$ cat config.mk
export PLATFORM = sky130hd
export DESIGN_NAME = decimal_text_to_clamped_int
export DESIGN_NICKNAME = d
export VERILOG_FILES = /design/src/hw/rtl/dtci_pkg.sv /design/src/hw/rtl/decimal_text_to_clamped_int.sv
export SDC_FILE = /design/constraint.sdc
export NUM_CORES = 1
export LEC_CHECK = 0
export BUFFER_PORTS_ARGS = -buffer_cell sky130_fd_sc_hd__buf_2
export CAP_MARGIN = 40
export CORE_ASPECT_RATIO = 1.75
export CORE_UTILIZATION = 32
export CTS_CLUSTER_SIZE = 40
export DETAILED_ROUTE_END_ITERATION = 7
export SYNTH_ARGS = -nofsm -noshare
export SYNTH_HDL_FRONTEND = slang
export SYNTH_SLANG_ARGS = --single-unit
$ cat constraint.sdc
create_clock -name i_clk -period 11.4 [get_ports i_clk]
set_input_delay 1.71 -clock i_clk [delete_from_list [all_inputs] [get_ports i_clk]]
set_output_delay 1.71 -clock i_clk [all_outputs]
set_load 0.03 [all_outputs]
$ cat src/hw/rtl/dtci_pkg.sv
// Shared constants and types for the clamped decimal text converter.
`timescale 1ns / 1ps
`default_nettype none

package dtci_pkg;

    // Default width of the converted value and of each configuration register.
    localparam int VALUE_WIDTH_DEF = 32;

    // Width of the configuration register index.
    localparam int CFG_IDX_W = 2;

    // Configuration register indexes.
    typedef enum logic [CFG_IDX_W-1:0] {
        CFG_MIN_VALUE     = 2'd0,
        CFG_MAX_VALUE     = 2'd1,
        CFG_DEFAULT_VALUE = 2'd2
    } t_cfg_idx;

    // Character codes that the parser recognizes.
    localparam logic [7:0] CHAR_NUL   = 8'h00;
    localparam logic [7:0] CHAR_MINUS = 8'h2D;
    localparam logic [7:0] CHAR_ZERO  = 8'h30;
    localparam logic [7:0] CHAR_NINE  = 8'h39;

endpackage : dtci_pkg

`default_nettype wire

$ cat src/hw/rtl/decimal_text_to_clamped_int.sv
// Top level of the clamped decimal text to integer converter.
//
// Usage: text arrives one byte per request on the input channel (i_in_valid,
// i_text_byte, o_in_stall). A field ends with a NUL byte; an optional leading
// minus sets the sign. On the NUL byte one result request goes out on the
// output channel (o_out_valid, o_parsed_value, o_bad_field, i_out_stall).
// Other bytes produce no result.
// The result of a NUL byte accepted at a clock edge is valid after that edge.
// Throughput is one byte per cycle while o_in_stall is low: parser state
// updates in a single pass through a shift-add times-ten and two compares.
// The output register is the only buffer; the input stalls only while a
// result is held and the receiver stalls, and a byte is accepted in the same
// cycle that a held result is taken.
// Bounds and default are written through i_cfg_we / i_cfg_idx / i_cfg_data.
// Synchronous reset restores the bounds to the full signed range, the
// default to zero, rearms the parser and drops any pending result.
`timescale 1ns / 1ps
`default_nettype none

module decimal_text_to_clamped_int #(
    parameter int VALUE_WIDTH = dtci_pkg::VALUE_WIDTH_DEF
) (
    input  wire logic                              i_clk,
    input  wire logic                              i_rst_n,
    // Configuration write port.
    input  wire logic                              i_cfg_we,
    input  wire logic [dtci_pkg::CFG_IDX_W-1:0]    i_cfg_idx,
    input  wire logic [VALUE_WIDTH-1:0]            i_cfg_data,
    // Input text channel.
    input  wire logic                              i_in_valid,
    input  wire logic [7:0]                        i_text_byte,
    output logic                                   o_in_stall,
    // Output result channel.
    output logic                                   o_out_valid,
    output logic signed [VALUE_WIDTH-1:0]          o_parsed_value,
    output logic                                   o_bad_field,
    input  wire logic                              i_out_stall
);

    // Running value carries four extra bits so that times ten plus a digit
    // cannot overflow before the bound check.
    localparam int RW = VALUE_WIDTH + 4;

    // Configuration registers.
    logic signed [VALUE_WIDTH-1:0] r_min_value;
    logic signed [VALUE_WIDTH-1:0] r_max_value;
    logic signed [VALUE_WIDTH-1:0] r_default_value;

    // Parser state.
    logic                          r_at_start, n_at_start;
    logic                          r_neg, n_neg;
    logic                          r_seen, n_seen;
    logic                          r_decided, n_decided;
    logic signed [RW-1:0]          r_run, n_run;
    logic signed [VALUE_WIDTH-1:0] r_held_val, n_held_val;
    logic                          r_held_err, n_held_err;

    // Output register.
    logic                          r_out_valid, n_out_valid;
    logic signed [VALUE_WIDTH-1:0] r_out_value, n_out_value;
    logic                          r_out_err, n_out_err;

    logic                          w_in_acc;
    logic                          w_is_nul;
    logic                          w_is_digit;
    logic signed [RW-1:0]          w_digit;
    logic signed [RW-1:0]          w_times10;
    logic signed [RW-1:0]          w_next_run;
    logic signed [RW-1:0]          w_lo;
    logic signed [RW-1:0]          w_hi;

    // Configuration writes; indexes beyond the list are ignored.
    always_ff @(posedge i_clk) begin
        if (!i_rst_n) begin
            r_min_value     <= {1'b1, {(VALUE_WIDTH-1){1'b0}}};
            r_max_value     <= {1'b0, {(VALUE_WIDTH-1){1'b1}}};
            r_default_value <= '0;
        end else if (i_cfg_we) begin
            unique case (i_cfg_idx)
                dtci_pkg::CFG_MIN_VALUE:     r_min_value     <= i_cfg_data;
                dtci_pkg::CFG_MAX_VALUE:     r_max_value     <= i_cfg_data;
                dtci_pkg::CFG_DEFAULT_VALUE: r_default_value <= i_cfg_data;
                default: ;
            endcase
        end
    end

    // Handshake: a byte is taken whenever the output register is free or
    // being emptied in this cycle.
    assign o_in_stall = r_out_valid & i_out_stall;
    assign w_in_acc   = i_in_valid & ~o_in_stall;

    // Byte classification and the digit update.
    assign w_is_nul   = (i_text_byte == dtci_pkg::CHAR_NUL);
    assign w_is_digit = (i_text_byte >= dtci_pkg::CHAR_ZERO) &&
                        (i_text_byte <= dtci_pkg::CHAR_NINE);
    assign w_digit    = $signed({{(RW-4){1'b0}}, i_text_byte[3:0]});
    assign w_times10  = (r_run <<< 3) + (r_run <<< 1);
    assign w_next_run = r_neg ? (w_times10 - w_digit) : (w_times10 + w_digit);
    assign w_lo       = $signed({{4{r_min_value[VALUE_WIDTH-1]}}, r_min_value});
    assign w_hi       = $signed({{4{r_max_value[VALUE_WIDTH-1]}}, r_max_value});

    // Next state of the parser and the output register.
    always_comb begin
        n_at_start  = r_at_start;
        n_neg       = r_neg;
        n_seen      = r_seen;
        n_decided   = r_decided;
        n_run       = r_run;
        n_held_val  = r_held_val;
        n_held_err  = r_held_err;
        n_out_valid = r_out_valid & i_out_stall;
        n_out_value = r_out_value;
        n_out_err   = r_out_err;

        if (w_in_acc) begin
            if (w_is_nul) begin
                // End of field: emit the result and rearm.
                n_out_valid = 1'b1;
                if (r_decided) begin
                    n_out_value = r_held_val;
                    n_out_err   = r_held_err;
                end else if (!r_seen) begin
                    n_out_value = r_default_value;
                    n_out_err   = 1'b1;
                end else begin
                    n_out_value = r_run[VALUE_WIDTH-1:0];
                    n_out_err   = 1'b0;
                end
                n_at_start = 1'b1;
                n_neg      = 1'b0;
                n_seen     = 1'b0;
                n_decided  = 1'b0;
                n_run      = '0;
                n_held_val = '0;
                n_held_err = 1'b0;
            end else begin
                n_at_start = 1'b0;
                if (!r_decided) begin
                    if (r_at_start && (i_text_byte == dtci_pkg::CHAR_MINUS)) begin
                        n_neg = 1'b1;
                    end else if (!w_is_digit) begin
                        n_decided  = 1'b1;
                        n_held_val = r_default_value;
                        n_held_err = 1'b1;
                    end else begin
                        // The lower bound is checked first, so it wins
                        // when the bounds are crossed.
                        n_run  = w_next_run;
                        n_seen = 1'b1;
                        if (w_next_run < w_lo) begin
                            n_decided  = 1'b1;
                            n_held_val = r_min_value;
                            n_held_err = 1'b1;
                        end else if (w_next_run > w_hi) begin
                            n_decided  = 1'b1;
                            n_held_val = r_max_value;
                            n_held_err = 1'b1;
                        end
                    end
                end
            end
        end
    end

    // Parser state registers.
    always_ff @(posedge i_clk) begin
        if (!i_rst_n) begin
            r_at_start <= 1'b1;
            r_neg      <= 1'b0;
            r_seen     <= 1'b0;
            r_decided  <= 1'b0;
            r_run      <= '0;
            r_held_val <= '0;
            r_held_err <= 1'b0;
        end else begin
            r_at_start <= n_at_start;
            r_neg      <= n_neg;
            r_seen     <= n_seen;
            r_decided  <= n_decided;
            r_run      <= n_run;
            r_held_val <= n_held_val;
            r_held_err <= n_held_err;
        end
    end

    // Output register; the payload needs no reset.
    always_ff @(posedge i_clk) begin
        if (!i_rst_n) begin
            r_out_valid <= 1'b0;
        end else begin
            r_out_valid <= n_out_valid;
        end
        r_out_value <= n_out_value;
        r_out_err   <= n_out_err;
    end

    assign o_out_valid    = r_out_valid;
    assign o_parsed_value = r_out_value;
    assign o_bad_field    = r_out_err;

endmodule : decimal_text_to_clamped_int

`default_nettype wire

==> Yosys cells after proc, flatten, opt, wreduce, memory -nomap -nowiden <==
Index checks and enable logic that the tools add are counted.
{ "totals": {"register_bits": 202, "in_bits": 47, "out_inout_bits": 35, "elab_cells": 79} }
{ "classes": {"n_addsub": 3, "magnitude_cmp": 4, "n_eq_ne": 6, "muxes": 37, "bitwise_logic": 3, "reduce_logical": 13} }
{ "ops": {"columns": ["cell", "count"], "rows": [
  ["32-bit two-way mux", 8],
  ["35-bit two-way mux", 4],
  ["36-bit adder", 1],
  ["36-bit by 5-bit adder with 36-bit output", 1],
  ["36-bit by 32-bit > comparator with 1-bit output", 1],
  ["36-bit by 32-bit less-than comparator with 1-bit output", 1],
  ["36-bit two-way mux", 1],
  ["36-bit by 5-bit subtractor with 36-bit output", 1],
  ["1-bit two-way mux", 24],
  ["8-bit by 6-bit == test with 1-bit output, second input constant", 1],
  ["8-bit by 6-bit >= comparator with 1-bit output, second input constant", 1],
  ["8-bit by 6-bit less-or-equal comparator with 1-bit output, second input constant", 1],
  ["8-bit zero test", 1],
  ["2-bit AND reduction", 4],
  ["4-bit AND reduction", 2],
  ["4-bit by 2-bit inequality test with 1-bit output, second input constant", 1],
  ["2-bit nonzero test", 2],
  ["3-bit AND reduction", 1],
  ["1-bit AND", 2],
  ["2-bit by 1-bit == test with 1-bit output, second input constant", 1],
  ["2-bit == test, second input constant", 1],
  ["1-bit logical AND", 2],
  ["2-bit zero test", 1],
  ["2-bit by 1-bit inequality test with 1-bit output, second input constant", 1],
  ["2 further kinds", 2]
]} }

==> Longest topological paths before layout <==
Gate-level depths: netlist of the first run.
{ "logic_depth": {"depth_word": 10, "mapped_depth": 26, "mapped_depth_nobuf": 22} }

==> Least setup slack after synthesis of the first run <==
No wires, ideal clock.
{ "synth_timing": {"kind": "input to register", "startpoint": "input i_text_byte[2]", "endpoint": "register r_held_val[11]", "setup_ps": 117, "arrival_time_ps": 6239, "required_ps": 11283, "setup_slack_ps": 5044, "stages": 24, "path_buffers": 3, "cell_sequence": "inv_1 -> ha_1 -> nor2b_1 -> o21a_1 -> o2111a_1 -> nand4_1 -> or2_2 -> clkbuf_1 -> nor4_1 -> nand4_1 -> o22ai_1 -> xnor2_1 -> ha_1 -> a21o_1 -> a21o_1 -> a21o_1 -> a211oi_1 -> a2bb2oi_1 -> and2_1 -> clkbuf_1 -> clkbuf_1 -> mux2i_1 -> a21oi_1 -> a22o_1"} }
{ "synth_between": {"elab_chain_cells": 8, "elab_cells_between_ends": 20, "classes_between": "2 x add/sub; 4 x order compare; 4 x eq/ne; 6 x mux; 4 x reduce/logical"} }
{ "synth_rtl": {"columns": ["element", "line_no", "rtl"], "rows": [
  ["from (decl)", "decimal_text_to_clamped_int.sv:31", "input wire logic [7:0] i_text_byte,"],
  ["36-bit by 5-bit adder with 36-bit output / 36-bit by 5-bit subtractor with 36-bit output (equally long branches)", "decimal_text_to_clamped_int.sv:99", "assign w_next_run = r_neg ? (w_times10 - w_digit) : (w_times10 + w_digit);"],
  ["36-bit two-way mux", "decimal_text_to_clamped_int.sv:99", null],
  ["36-bit by 32-bit less-than comparator with 1-bit output", "decimal_text_to_clamped_int.sv:151", "if (w_next_run < w_lo) begin"],
  ["32-bit two-way mux", "decimal_text_to_clamped_int.sv:151", null],
  ["32-bit two-way mux", "decimal_text_to_clamped_int.sv:142", "end else if (!w_is_digit) begin"],
  ["32-bit two-way mux", "decimal_text_to_clamped_int.sv:140", "if (r_at_start && (i_text_byte == dtci_pkg::CHAR_MINUS)) begin"],
  ["32-bit two-way mux", "decimal_text_to_clamped_int.sv:139", "if (!r_decided) begin"],
  ["32-bit two-way mux", "decimal_text_to_clamped_int.sv:117", "if (w_is_nul) begin"],
  ["to (signal assigned)", "decimal_text_to_clamped_int.sv:182", "r_held_val <= n_held_val;"],
  ["to (decl)", "decimal_text_to_clamped_int.sv:55", "logic signed [VALUE_WIDTH-1:0] r_held_val, n_held_val;"]
]} }
Parallel ways exist; a longest one is shown, timed or not. The select of a mux whose other input is x is not followed.
A chain may end at the register's enable or synchronous reset.

==> Final worst setup path of the first run <==
{ "layout_timing": {"startpoint": "register r_run[6]", "endpoint": "register r_held_val[0]"} }
{ "layout_between": {"elab_chain_cells": 9, "elab_cells_between_ends": 13, "classes_between": "3 x add/sub; 2 x order compare; 1 x eq/ne; 6 x mux; 1 x reduce/logical"} }
{ "layout_rtl": {"columns": ["element", "line_no", "rtl"], "rows": [
  ["from (decl)", "decimal_text_to_clamped_int.sv:54", "logic signed [RW-1:0] r_run, n_run;"],
  ["from (signal assigned)", "decimal_text_to_clamped_int.sv:181", "r_run <= n_run;"],
  ["36-bit adder (*)", "decimal_text_to_clamped_int.sv:98", "assign w_times10 = (r_run <<< 3) + (r_run <<< 1);"],
  ["36-bit by 5-bit adder with 36-bit output / 36-bit by 5-bit subtractor with 36-bit output (equally long branches)", "decimal_text_to_clamped_int.sv:99", null],
  ["36-bit two-way mux (*)", "decimal_text_to_clamped_int.sv:99", null],
  ["36-bit by 32-bit less-than comparator with 1-bit output", "decimal_text_to_clamped_int.sv:151", null],
  ["32-bit two-way mux", "decimal_text_to_clamped_int.sv:151", null],
  ["32-bit two-way mux", "decimal_text_to_clamped_int.sv:142", null],
  ["32-bit two-way mux", "decimal_text_to_clamped_int.sv:140", null],
  ["32-bit two-way mux", "decimal_text_to_clamped_int.sv:139", null],
  ["32-bit two-way mux", "decimal_text_to_clamped_int.sv:117", null]
]} }
Mark *: on every way between the ends. The rest lies on a longest branch, timed or not. The select of a mux whose other input is x is not followed.

==> results of run 1 <==
[power by group]
part	switching (mW)	total [mW]	internal [mW]	leakage [nW]
clock network	0.301	0.712	0.411	0.361
logic	0.0879	0.135	0.0475	4.10
registers	0.0159	0.757	0.741	1.63
total	0.405	1.60	1.20	6.09
[worst register-to-register path: stages (launching register included)]
cell	delay [ns]
dfxtp_1	0.49
ha_1	0.43
a211oi_4	0.35
o21ai_0	0.19
a221o_1	0.44
xnor2_1	0.24
or4_1	0.66
nor3_1	0.41
nand4_1	0.28
o22ai_1	0.28
xnor2_1	0.24
ha_1	0.32
a21o_1	0.16
a21o_1	0.17
a21o_1	0.16
a21o_1	0.17
a211oi_1	0.25
a2bb2oi_1	0.27
and2_2	0.65
buf_16	0.26
mux2i_1	0.22
a21oi_1	0.08
a22o_1	0.20
[registers in the layout, indices dropped and copies added (netlist names)]
signal           flops
r_held_err           1
r_default_value     32
r_seen               1
o_parsed_value      32
o_bad_field          1
r_min_value         32
r_at_start           1
o_out_valid          1
r_max_value         32
r_decided            1
r_neg                1
r_held_val          32
r_run               35
[synth_stat cells, types with 8 or more instances]
cell type,number,area [um2]
nand2_1,269,1010
dfxtp_1,169,3380
ha_1,109,1360
clkbuf_1,90,338
a21boi_0,86,646
inv_1,81,304
nor2_1,76,285
o21ai_0,65,325
a21oi_1,55,275
nor3_1,55,275
a22o_1,48,420
a21o_1,46,345
nand3_1,45,225
o211ai_1,41,308
mux2i_1,40,400
xnor2_1,35,307
edfxtp_1,33,991
a311oi_1,29,254
nand4_1,29,181
nor4_1,18,113
xor2_1,17,149
and2_1,15,93.8
or2_2,12,75.1
and3_1,10,62.6
a211oi_1,9,67.6
o21a_1,9,67.6
o22ai_1,9,56.3
a211o_1,8,70.1
a31oi_1,8,50.1
nor2b_1,8,50.1
[layout make-up]
type / count / area share (%)
clock buffer: 27 / 4.09
clock inverter: 13 / 0.626
inverter: 81 / 2.00
multi-input combinational: 1258 / 56.0
sequential: 202 / 28.8
tap: 555 / 4.57
timing repair buffer: 101 / 3.95
[metrics by stage]
step / power, mW / setup slack (ns) / cell area, um2 / util [%] / hold slack [ns]
2_1_floorplan: 0.850 / 5.04 / 13600 / - / 0.427
3_3_place_gp: 0.900 / 3.86 / 14400 / 34.5 / 0.445
3_5_place_dp: 0.907 / 4.17 / 14500 / 34.7 / 0.448
4_1_cts: 1.61 / 4.43 / 15200 / 36.4 / 0.464
5_1_grt: 1.66 / 4.03 / 15200 / 36.4 / 0.488
6_report: 1.60 / 4.37 / 15200 / 36.4 / 0.461
[per-layer routing]
metal	vias to the layer above	track usage [%]
li1	6040	-
met1	5911	20.8
met2	430	41.1
met3	188	1.91
met4	0	19.2
met5	-	0
[final timing paths]
path                                 start            end  slack, ns  depth (start not counted)
worst max-delay path              r_run[6]  r_held_val[0]       4.37                         22
worst min-delay path            r_held_err     r_held_err       0.46                          1
worst max register to register    r_run[6]  r_held_val[0]       4.37                         22
worst min register to register  r_held_err     r_held_err       0.46                          1
[kinds of logic after synthesis]
kind of cell	after synthesis	share of synthesized area, %
DFF	202	32.2
xor gates and xnor gates	52	3.35
muxes	44	3.28
buffers and inverters	183	5.30
AOI/OAI and AO/OA	474	25.5
adders and majority gates	112	10.5
and+or+nand+nor	576	19.9
==> qor.txt, run 1 <==
Outcome = completed
RePlAce Congestion = 0.937
Met3 Routed Length = 1530 um
Synth Area per Inst = 8.26 um2
Most common cell after layout, fill and taps aside = nand2_1
Synth unique cells = 83
Async SR Flop Fraction = 0%
Bufs and invs on worst path = 1
Crit path max-delay family = compound AO/OA/AOI/OAI gates
Worst-Skew Late Latency = 0.52 ns
Avg WL per Cell = 21.3 um
Starting Density = 32.5%
Largest net degree at the start of global routing = 93
CTS max path bufs = 3
Maxcap violations = 0
Number of flops mapped to enable cells by yosys = 33
Overall die height = 274 um
Post_cts resized = 0
CTS Sinks = 202
Drt first pass iters = 5
Multi-input logic area = 8500 um2
DR WL met2 = 25100 um
1st-iter DRT viols = 738
DRC viols = 0
Yosys reg bits = 202
Cells after Synth = 1643
Core Region = 41700 um2
Worst Path Required = 11.81 ns
CP arrival = 7.44 ns
Synth Flop Type = dfxtp_1
H-tree Lvls = 1
Num CTS Buffers = 23
Slew Limit Fails = 0
Net Count, Synth = 1802
Dpl hpwl = 37600 um
Register area = 4380 um2
Most used cell, CP = a21o_1
Root Buffer = clkbuf_16
Gr usage total = 21.8%
CP Cell Sequence = ha_1 -> a211oi_4 -> o21ai_0 -> a221o_1 -> xnor2_1 -> or4_1 -> nor3_1 -> nand4_1 -> o22ai_1 -> xnor2_1 -> ha_1 -> a21o_1 -> a21o_1 -> a21o_1 -> a21o_1 -> a211oi_1 -> a2bb2oi_1 -> and2_2 -> buf_16 -> mux2i_1 -> a21oi_1 -> a22o_1
First-pass GRT wire length = 71000 um
Antenna fix cells = 0
Yosys Warn Count = 0
Largest fanout on the critical path = 34
Width of the die = 158 um
Nets = 1826
PD cells = 106 nW/um2
IO Pins = 82
Period utilization = 61.7%
Initial antenna violation count = 0
Drt total wl = 47700 um
Metal1 wirelength = 16300 um
Cells after DPL = 2197
Number of global-route vias before repair = 12300
Port Buffer Count = 81
Final setup TNS = 0 ns
Most frequent cells in the layout = nand2_1, dfxtp_1, ha_1
Total gr overflow = 0
Peak VDD IR = 0.108 mV
F_max = 0.142 GHz
Die area = 43300 um2
Worst clock skew = 0.0145 ns
Slew HR = 38.4%
CTS tree = built
Hold Crit Class = reg -> reg
Worst setup path class = reg -> reg
Crit path capture type = register
Area grow syn2layout = 11.9%
Via count = 12600
Sequential fraction of the synthesis area = 32.2%
P_leak = 6.09 nW
Slew @ Worst Pin = 0.916 ns
Mapped cell area = 13600 um2
Final number of setup-violating endpoints = 0
Crit path largest cell delay = 0.66 ns
Minimum clock period = 7.03 ns
Top layer in use = met4
CTS Hold Bufs = 0
Placement Rows = 99
Fin cells = 2237
Hold Vio Cnt, Final = 0
CTS clk-pin slew, worst paths = 0.07 ns
Fillers = 4304
Crit-path slowest cell = or4_1
Final antenna-violating net count = 0
DR vias/cell = 5.62
RSZ-0062 raised after global routing = no
Post-CTS Repair Setup Buffers = 0
Critical path startpoint category = register
Share of cells above drive strength 1 = 10.6%
No activity file was read; power rests on OpenSTA's default activity.
==> run 2, diff against run 1 <==
clock period = 6.2 ns   (was 11.4 ns; I/O delays follow)
==> qor.txt, run 2 (synthesis results as in run 1) <==
Worst reg2reg path startpoint = r_run[11]
Most common cell after layout, fill and taps aside = nand2_1
Register area = 4380 um2
Minimum clock period = 6.07 ns
Maxcap violations = 0
Slew Limit Fails = 0
Num CTS Buffers = 23
Die area = 43300 um2
Antenna fix cells = 0
RePlAce Congestion = 0.924
Largest net degree at the start of global routing = 87
CTS clk-pin slew, worst paths = 0.06 ns
Final antenna-violating net count = 0
DR vias/cell = 5.58
Total gr overflow = 0
PD cells = 188 nW/um2
R2R cell count = 21
Hold endpoint = r_min_value[2]
Crit path max-delay family = simple AND/OR/NAND/NOR gates
P_leak = 6.47 nW
Worst setup path class = reg -> reg
Drt total wl = 48500 um
DRC viols = 0
Width of the die = 158 um
CTS Hold Bufs = 0
CTS tree = built
Hold Vio Cnt, Final = 0
Share of cells above drive strength 1 = 15.8%
CTS Sinks = 202
Slew HR = 51.0%
Crit path largest cell delay = 0.59 ns
Cells after DPL = 2256
Crit path capture type = register
Fin cells = 2301
Largest register FFs = 35
Root Buffer = clkbuf_16
1st-iter DRT viols = 727
Final total power = 3.00 mW
Dpl hpwl = 38600 um
Worst clock skew = 0.0248 ns
Drt first pass iters = 7
Critical path startpoint category = register
First-pass GRT wire length = 72600 um
Fillers = 4271
Overall die height = 274 um
Placement Rows = 99
H-tree Lvls = 1
R2R Setup Slk = 0.13 ns
Slew @ Worst Pin = 0.728 ns
Via count = 12800
Most frequent cells in the layout = nand2_1, dfxtp_1, ha_1
CP arrival = 6.52 ns
RR Endpoint = r_held_val[3]
Largest fanout on the critical path = 25
Area grow syn2layout = 17.4%
F_max = 0.165 GHz
Core Region = 41700 um2
Number of global-route vias before repair = 12800
Worst Path Required = 6.65 ns
Peak VDD IR = 0.205 mV
Biggest register = r_run
Port Buffer Count = 81
CP Cell Sequence = ha_1 -> nand2_1 -> nor2_1 -> a221o_1 -> xnor2_1 -> or4_4 -> nor3_2 -> buf_4 -> nand4_1 -> buf_4 -> o32ai_2 -> xor2_2 -> ha_1 -> nand4_1 -> or4_1 -> a31o_2 -> and2_2 -> buf_12 -> buf_12 -> a311oi_1 -> a22o_1
Crit-path slowest cell = or4_4
Period utilization = 97.9%
Gr usage total = 22.3%
Nets = 1889
Hold Crit Class = reg -> reg
Worst-Skew Late Latency = 0.52 ns
Bufs and invs on worst path = 4
Hold Crit Start = r_min_value[2]
Outcome = completed
Multi-input logic area = 8680 um2
CTS max path bufs = 3
Final number of setup-violating endpoints = 0
Hold depth = 2
IO Pins = 82
Initial antenna violation count = 0
Avg WL per Cell = 21.1 um
Starting Density = 32.5%
-- run 2: changes by cell type in the layout (fill, tap and decap cells not counted), moves of 5 or more --
cell,before,now
buf_12,1,7
clkbuf_1,1,7
nor4_1,18,12
dfxtp_2,2,7
o21ai_0,65,60
dfxtp_1,167,162
buf_4,15,75
o21ai_1,3,8
-- run 2: stage by stage --
step / hold WS (ns) / cell area, um2 / util, % / setup TNS, ns / setup slack, ns
6_report: 0.463 / 15900 / 38.2 / 0 / 0.132
4_1_cts: 0.464 / 15700 / 37.7 / 0 / 0.0828
2_1_floorplan: 0.427 / 13600 / - / 0 / 0.370
3_3_place_gp: 0.445 / 14900 / 35.7 / 0 / 0.125
5_1_grt: 0.487 / 15900 / 38.2 / -1.63 / -0.0810
3_5_place_dp: 0.456 / 15000 / 35.9 / 0 / 0.117
-- run 2: final cells by class --
class,instances,share of cell area (%)
tap,555,4.36
sequential,202,27.5
inverter,81,1.91
timing repair buffer,164,7.13
clock inverter,7,0.440
multi-input combinational,1258,54.5
clock buffer,34,4.19
-- run 2: power by group --
group          internal (mW)  switching (mW)  total (mW)
logic                 0.0975           0.162       0.259
clock network          0.790           0.559        1.35
registers               1.36          0.0289        1.39
-- run 2: repair_timing --
item | CTS | global route
resized for setup | 0 | 43
buffers inserted | 0 | 4
setup endpoints to repair | 0 | 34
-- run 2: tightest hold or removal path, stage by stage, from the launching register on --
cell	delay, ns
dfxtp_1	0.31
nand2_1	0.04
a21boi_0	0.06
-- run 2: how the worst max path moves through the flow --
| stage | from | to | cells past startpoint |
|---|---|---|---|
| floorplan | r_run[4] | r_held_val[11] | 24 |
| global placement | i_text_byte[2] | r_held_val[1] | 21 |
| detailed placement | r_run[4] | r_held_val[1] | 20 |
| CTS | r_run[4] | r_held_val[1] | 20 |
| global route | r_run[11] | r_held_val[24] | 22 |
| finish | r_run[11] | r_held_val[3] | 21 |
-- run 2: layer usage --
layer  track usage [%]  share of wire (%)  vias up
li1                  -                  -     6165
met1              20.9                 34     6069
met2              41.9                 53      405
met3              2.10                3.2      197
met4              20.0                 10        0
met5                 0                  0        -
==> run 3, diff against run 2 <==
BUFFER_PORTS_ARGS = unset   (was -buffer_cell sky130_fd_sc_hd__buf_2)
DONT_BUFFER_PORTS = 1   (was unset)
GPL_ROUTABILITY_DRIVEN = 0   (was unset)
RECOVER_POWER = 100   (was unset)
==> qor.txt, run 3 (synthesis results as in run 1) <==
Largest register FFs = 35
Slew HR = -85.0%
Failing checks = max-capacitance violations, max-slew violations
Hold Slack = 0.452 ns
Hold Crit Class = reg -> reg
Num CTS Buffers = 22
Total gr overflow = 0
CTS tree = built
Sw power = 0.715 mW
Slew @ Worst Pin = 2.78 ns
Pre-CTS WS = -0.0258 ns
CTS max path bufs = 3
Starting Density = 32.5%
CTS clk-pin slew, worst paths = 0.06 ns
Antenna fix cells = 0
Combinational share of power = 6.9%
DRC viols = 0
Hold Vio Cnt, Final = 0
CTS Hold Bufs = 0
Drt first pass iters = 5
PD cells = 197 nW/um2
Crit path capture type = register
Gr usage total = 21.5%
Avg WL per Cell = 21.4 um
Worst clock skew = 0.00865 ns
Final Core Density = 36.9%
Final total power = 3.04 mW
Most frequent cells in the layout = nand2_1, dfxtp_1, ha_1
Clock power share = 47.2%
Worst Path Required = 6.60 ns
Largest net degree at the start of global routing = 122
Final antenna-violating net count = 0
Maxcap violations = 4
Critical path startpoint category = register
First-pass GRT wire length = 70300 um
Slew Limit Fails = 193
P_leak = 6.12 nW
Peak VDD IR = 0.168 mV
Die area = 43300 um2
Via count = 12600
Switching share of power = 23.5%
Register share of total power = 45.8%
Worst setup path class = reg -> reg
1st-iter DRT viols = 828
Width of the die = 158 um
Dpl hpwl = 36500 um
H-tree Lvls = 1
CTS Sinks = 202
Largest fanout on the critical path = 33
Overall die height = 274 um
Minimum clock period = 6.09 ns
DR vias/cell = 5.69
Core Region = 41700 um2
Fillers = 4298
Drt total wl = 47200 um
Outcome = complete, but fails checks
Biggest register = r_run
Initial antenna violation count = 0
Worst setup margin = 0.114 ns
Worst-Skew Late Latency = 0.52 ns
Internal = 2.32 mW
Number of global-route vias before repair = 12500
Final number of setup-violating endpoints = 0
R2R Setup Slk = 0.11 ns
Period utilization = 98.2%
Placement Rows = 99
IO Pins = 82
F_max = 0.164 GHz
Share of cells above drive strength 1 = 10.3%
Port Buffer Count = 0
Nets = 1794
Most common cell after layout, fill and taps aside = nand2_1
Area grow syn2layout = 13.4%
CP arrival = 6.49 ns
Root Buffer = clkbuf_16
## run 3: layout make-up
type | instances | area (um2) | share of cell area [%]
Inverter | 81 | 304 | 1.98
Timing Repair Buffer | 70 | 542 | 3.52
Tap cell | 555 | 694 | 4.51
Multi-Input combinational cell | 1258 | 8680 | 56.4
Clock buffer | 31 | 636 | 4.13
Sequential cell | 202 | 4380 | 28.5
Clock inverter | 9 | 150 | 0.975
## run 3: metrics by stage
step           cell area (um2)  instances  setup TNS, ns
3_3_place_gp             14400       2158              0
5_1_grt                  15400       2206         -0.235
2_1_floorplan            13600       1643              0
4_1_cts                  15200       2200              0
3_5_place_dp             14400       2160         -0.509
6_report                 15400       2206              0
## run 3: final timing paths
| path | startpoint | endpoint | depth (start not counted) |
|---|---|---|---|
| setup reg to reg | r_run[2] | r_held_val[2] | 19 |
| hold / removal | r_held_err | r_held_err | 1 |
| hold reg to reg | r_held_err | r_held_err | 1 |
| setup / recovery | r_run[2] | r_held_val[2] | 19 |
## run 3: timing repair
action / CTS / global route
resized for setup: 3 / 46
endpoints found under the setup margin: 32 / 34
pin swaps: 0 / 7
endpoints found under the hold margin: 0 / 0
buffers inserted: 0 / 6
## run 3: power by group through the flow
stage,sequential [mW],clock (mW),combinational [mW]
4_1_cts,1.39,1.46,0.207
5_1_grt,1.39,1.51,0.231
3_5_place_dp,1.42,0,0.206
3_3_place_gp,1.42,0,0.199
2_1_floorplan,1.40,0,0.158
6_report,1.39,1.44,0.210
## run 3: critical path: stages, from the launching register on
cell and delay, ns:
dfxtp_1 0.42, ha_2 0.35, o211ai_1 0.27, o21ai_0 0.17
a221o_1 0.41, xnor2_1 0.23, or4_4 0.61, or4b_4 0.50
and4b_1 0.30, a32oi_1 0.18, xnor2_2 0.21, ha_1 0.33
nand4_1 0.15, or4_1 0.57, a31o_2 0.25, o2bb2ai_1 0.18
and2_1 0.20, and4_1 0.23, buf_12 0.18, a22o_1 0.21
## run 3: routing by layer
layer  vias to the layer above  track usage (%)  share of wire, %
li1                       5973                -                 -
met1                      5906             21.0                34
met2                       455             38.8                51
met3                       216             2.23               4.0
met4                         0             20.7                11
met5                         -                0                 0
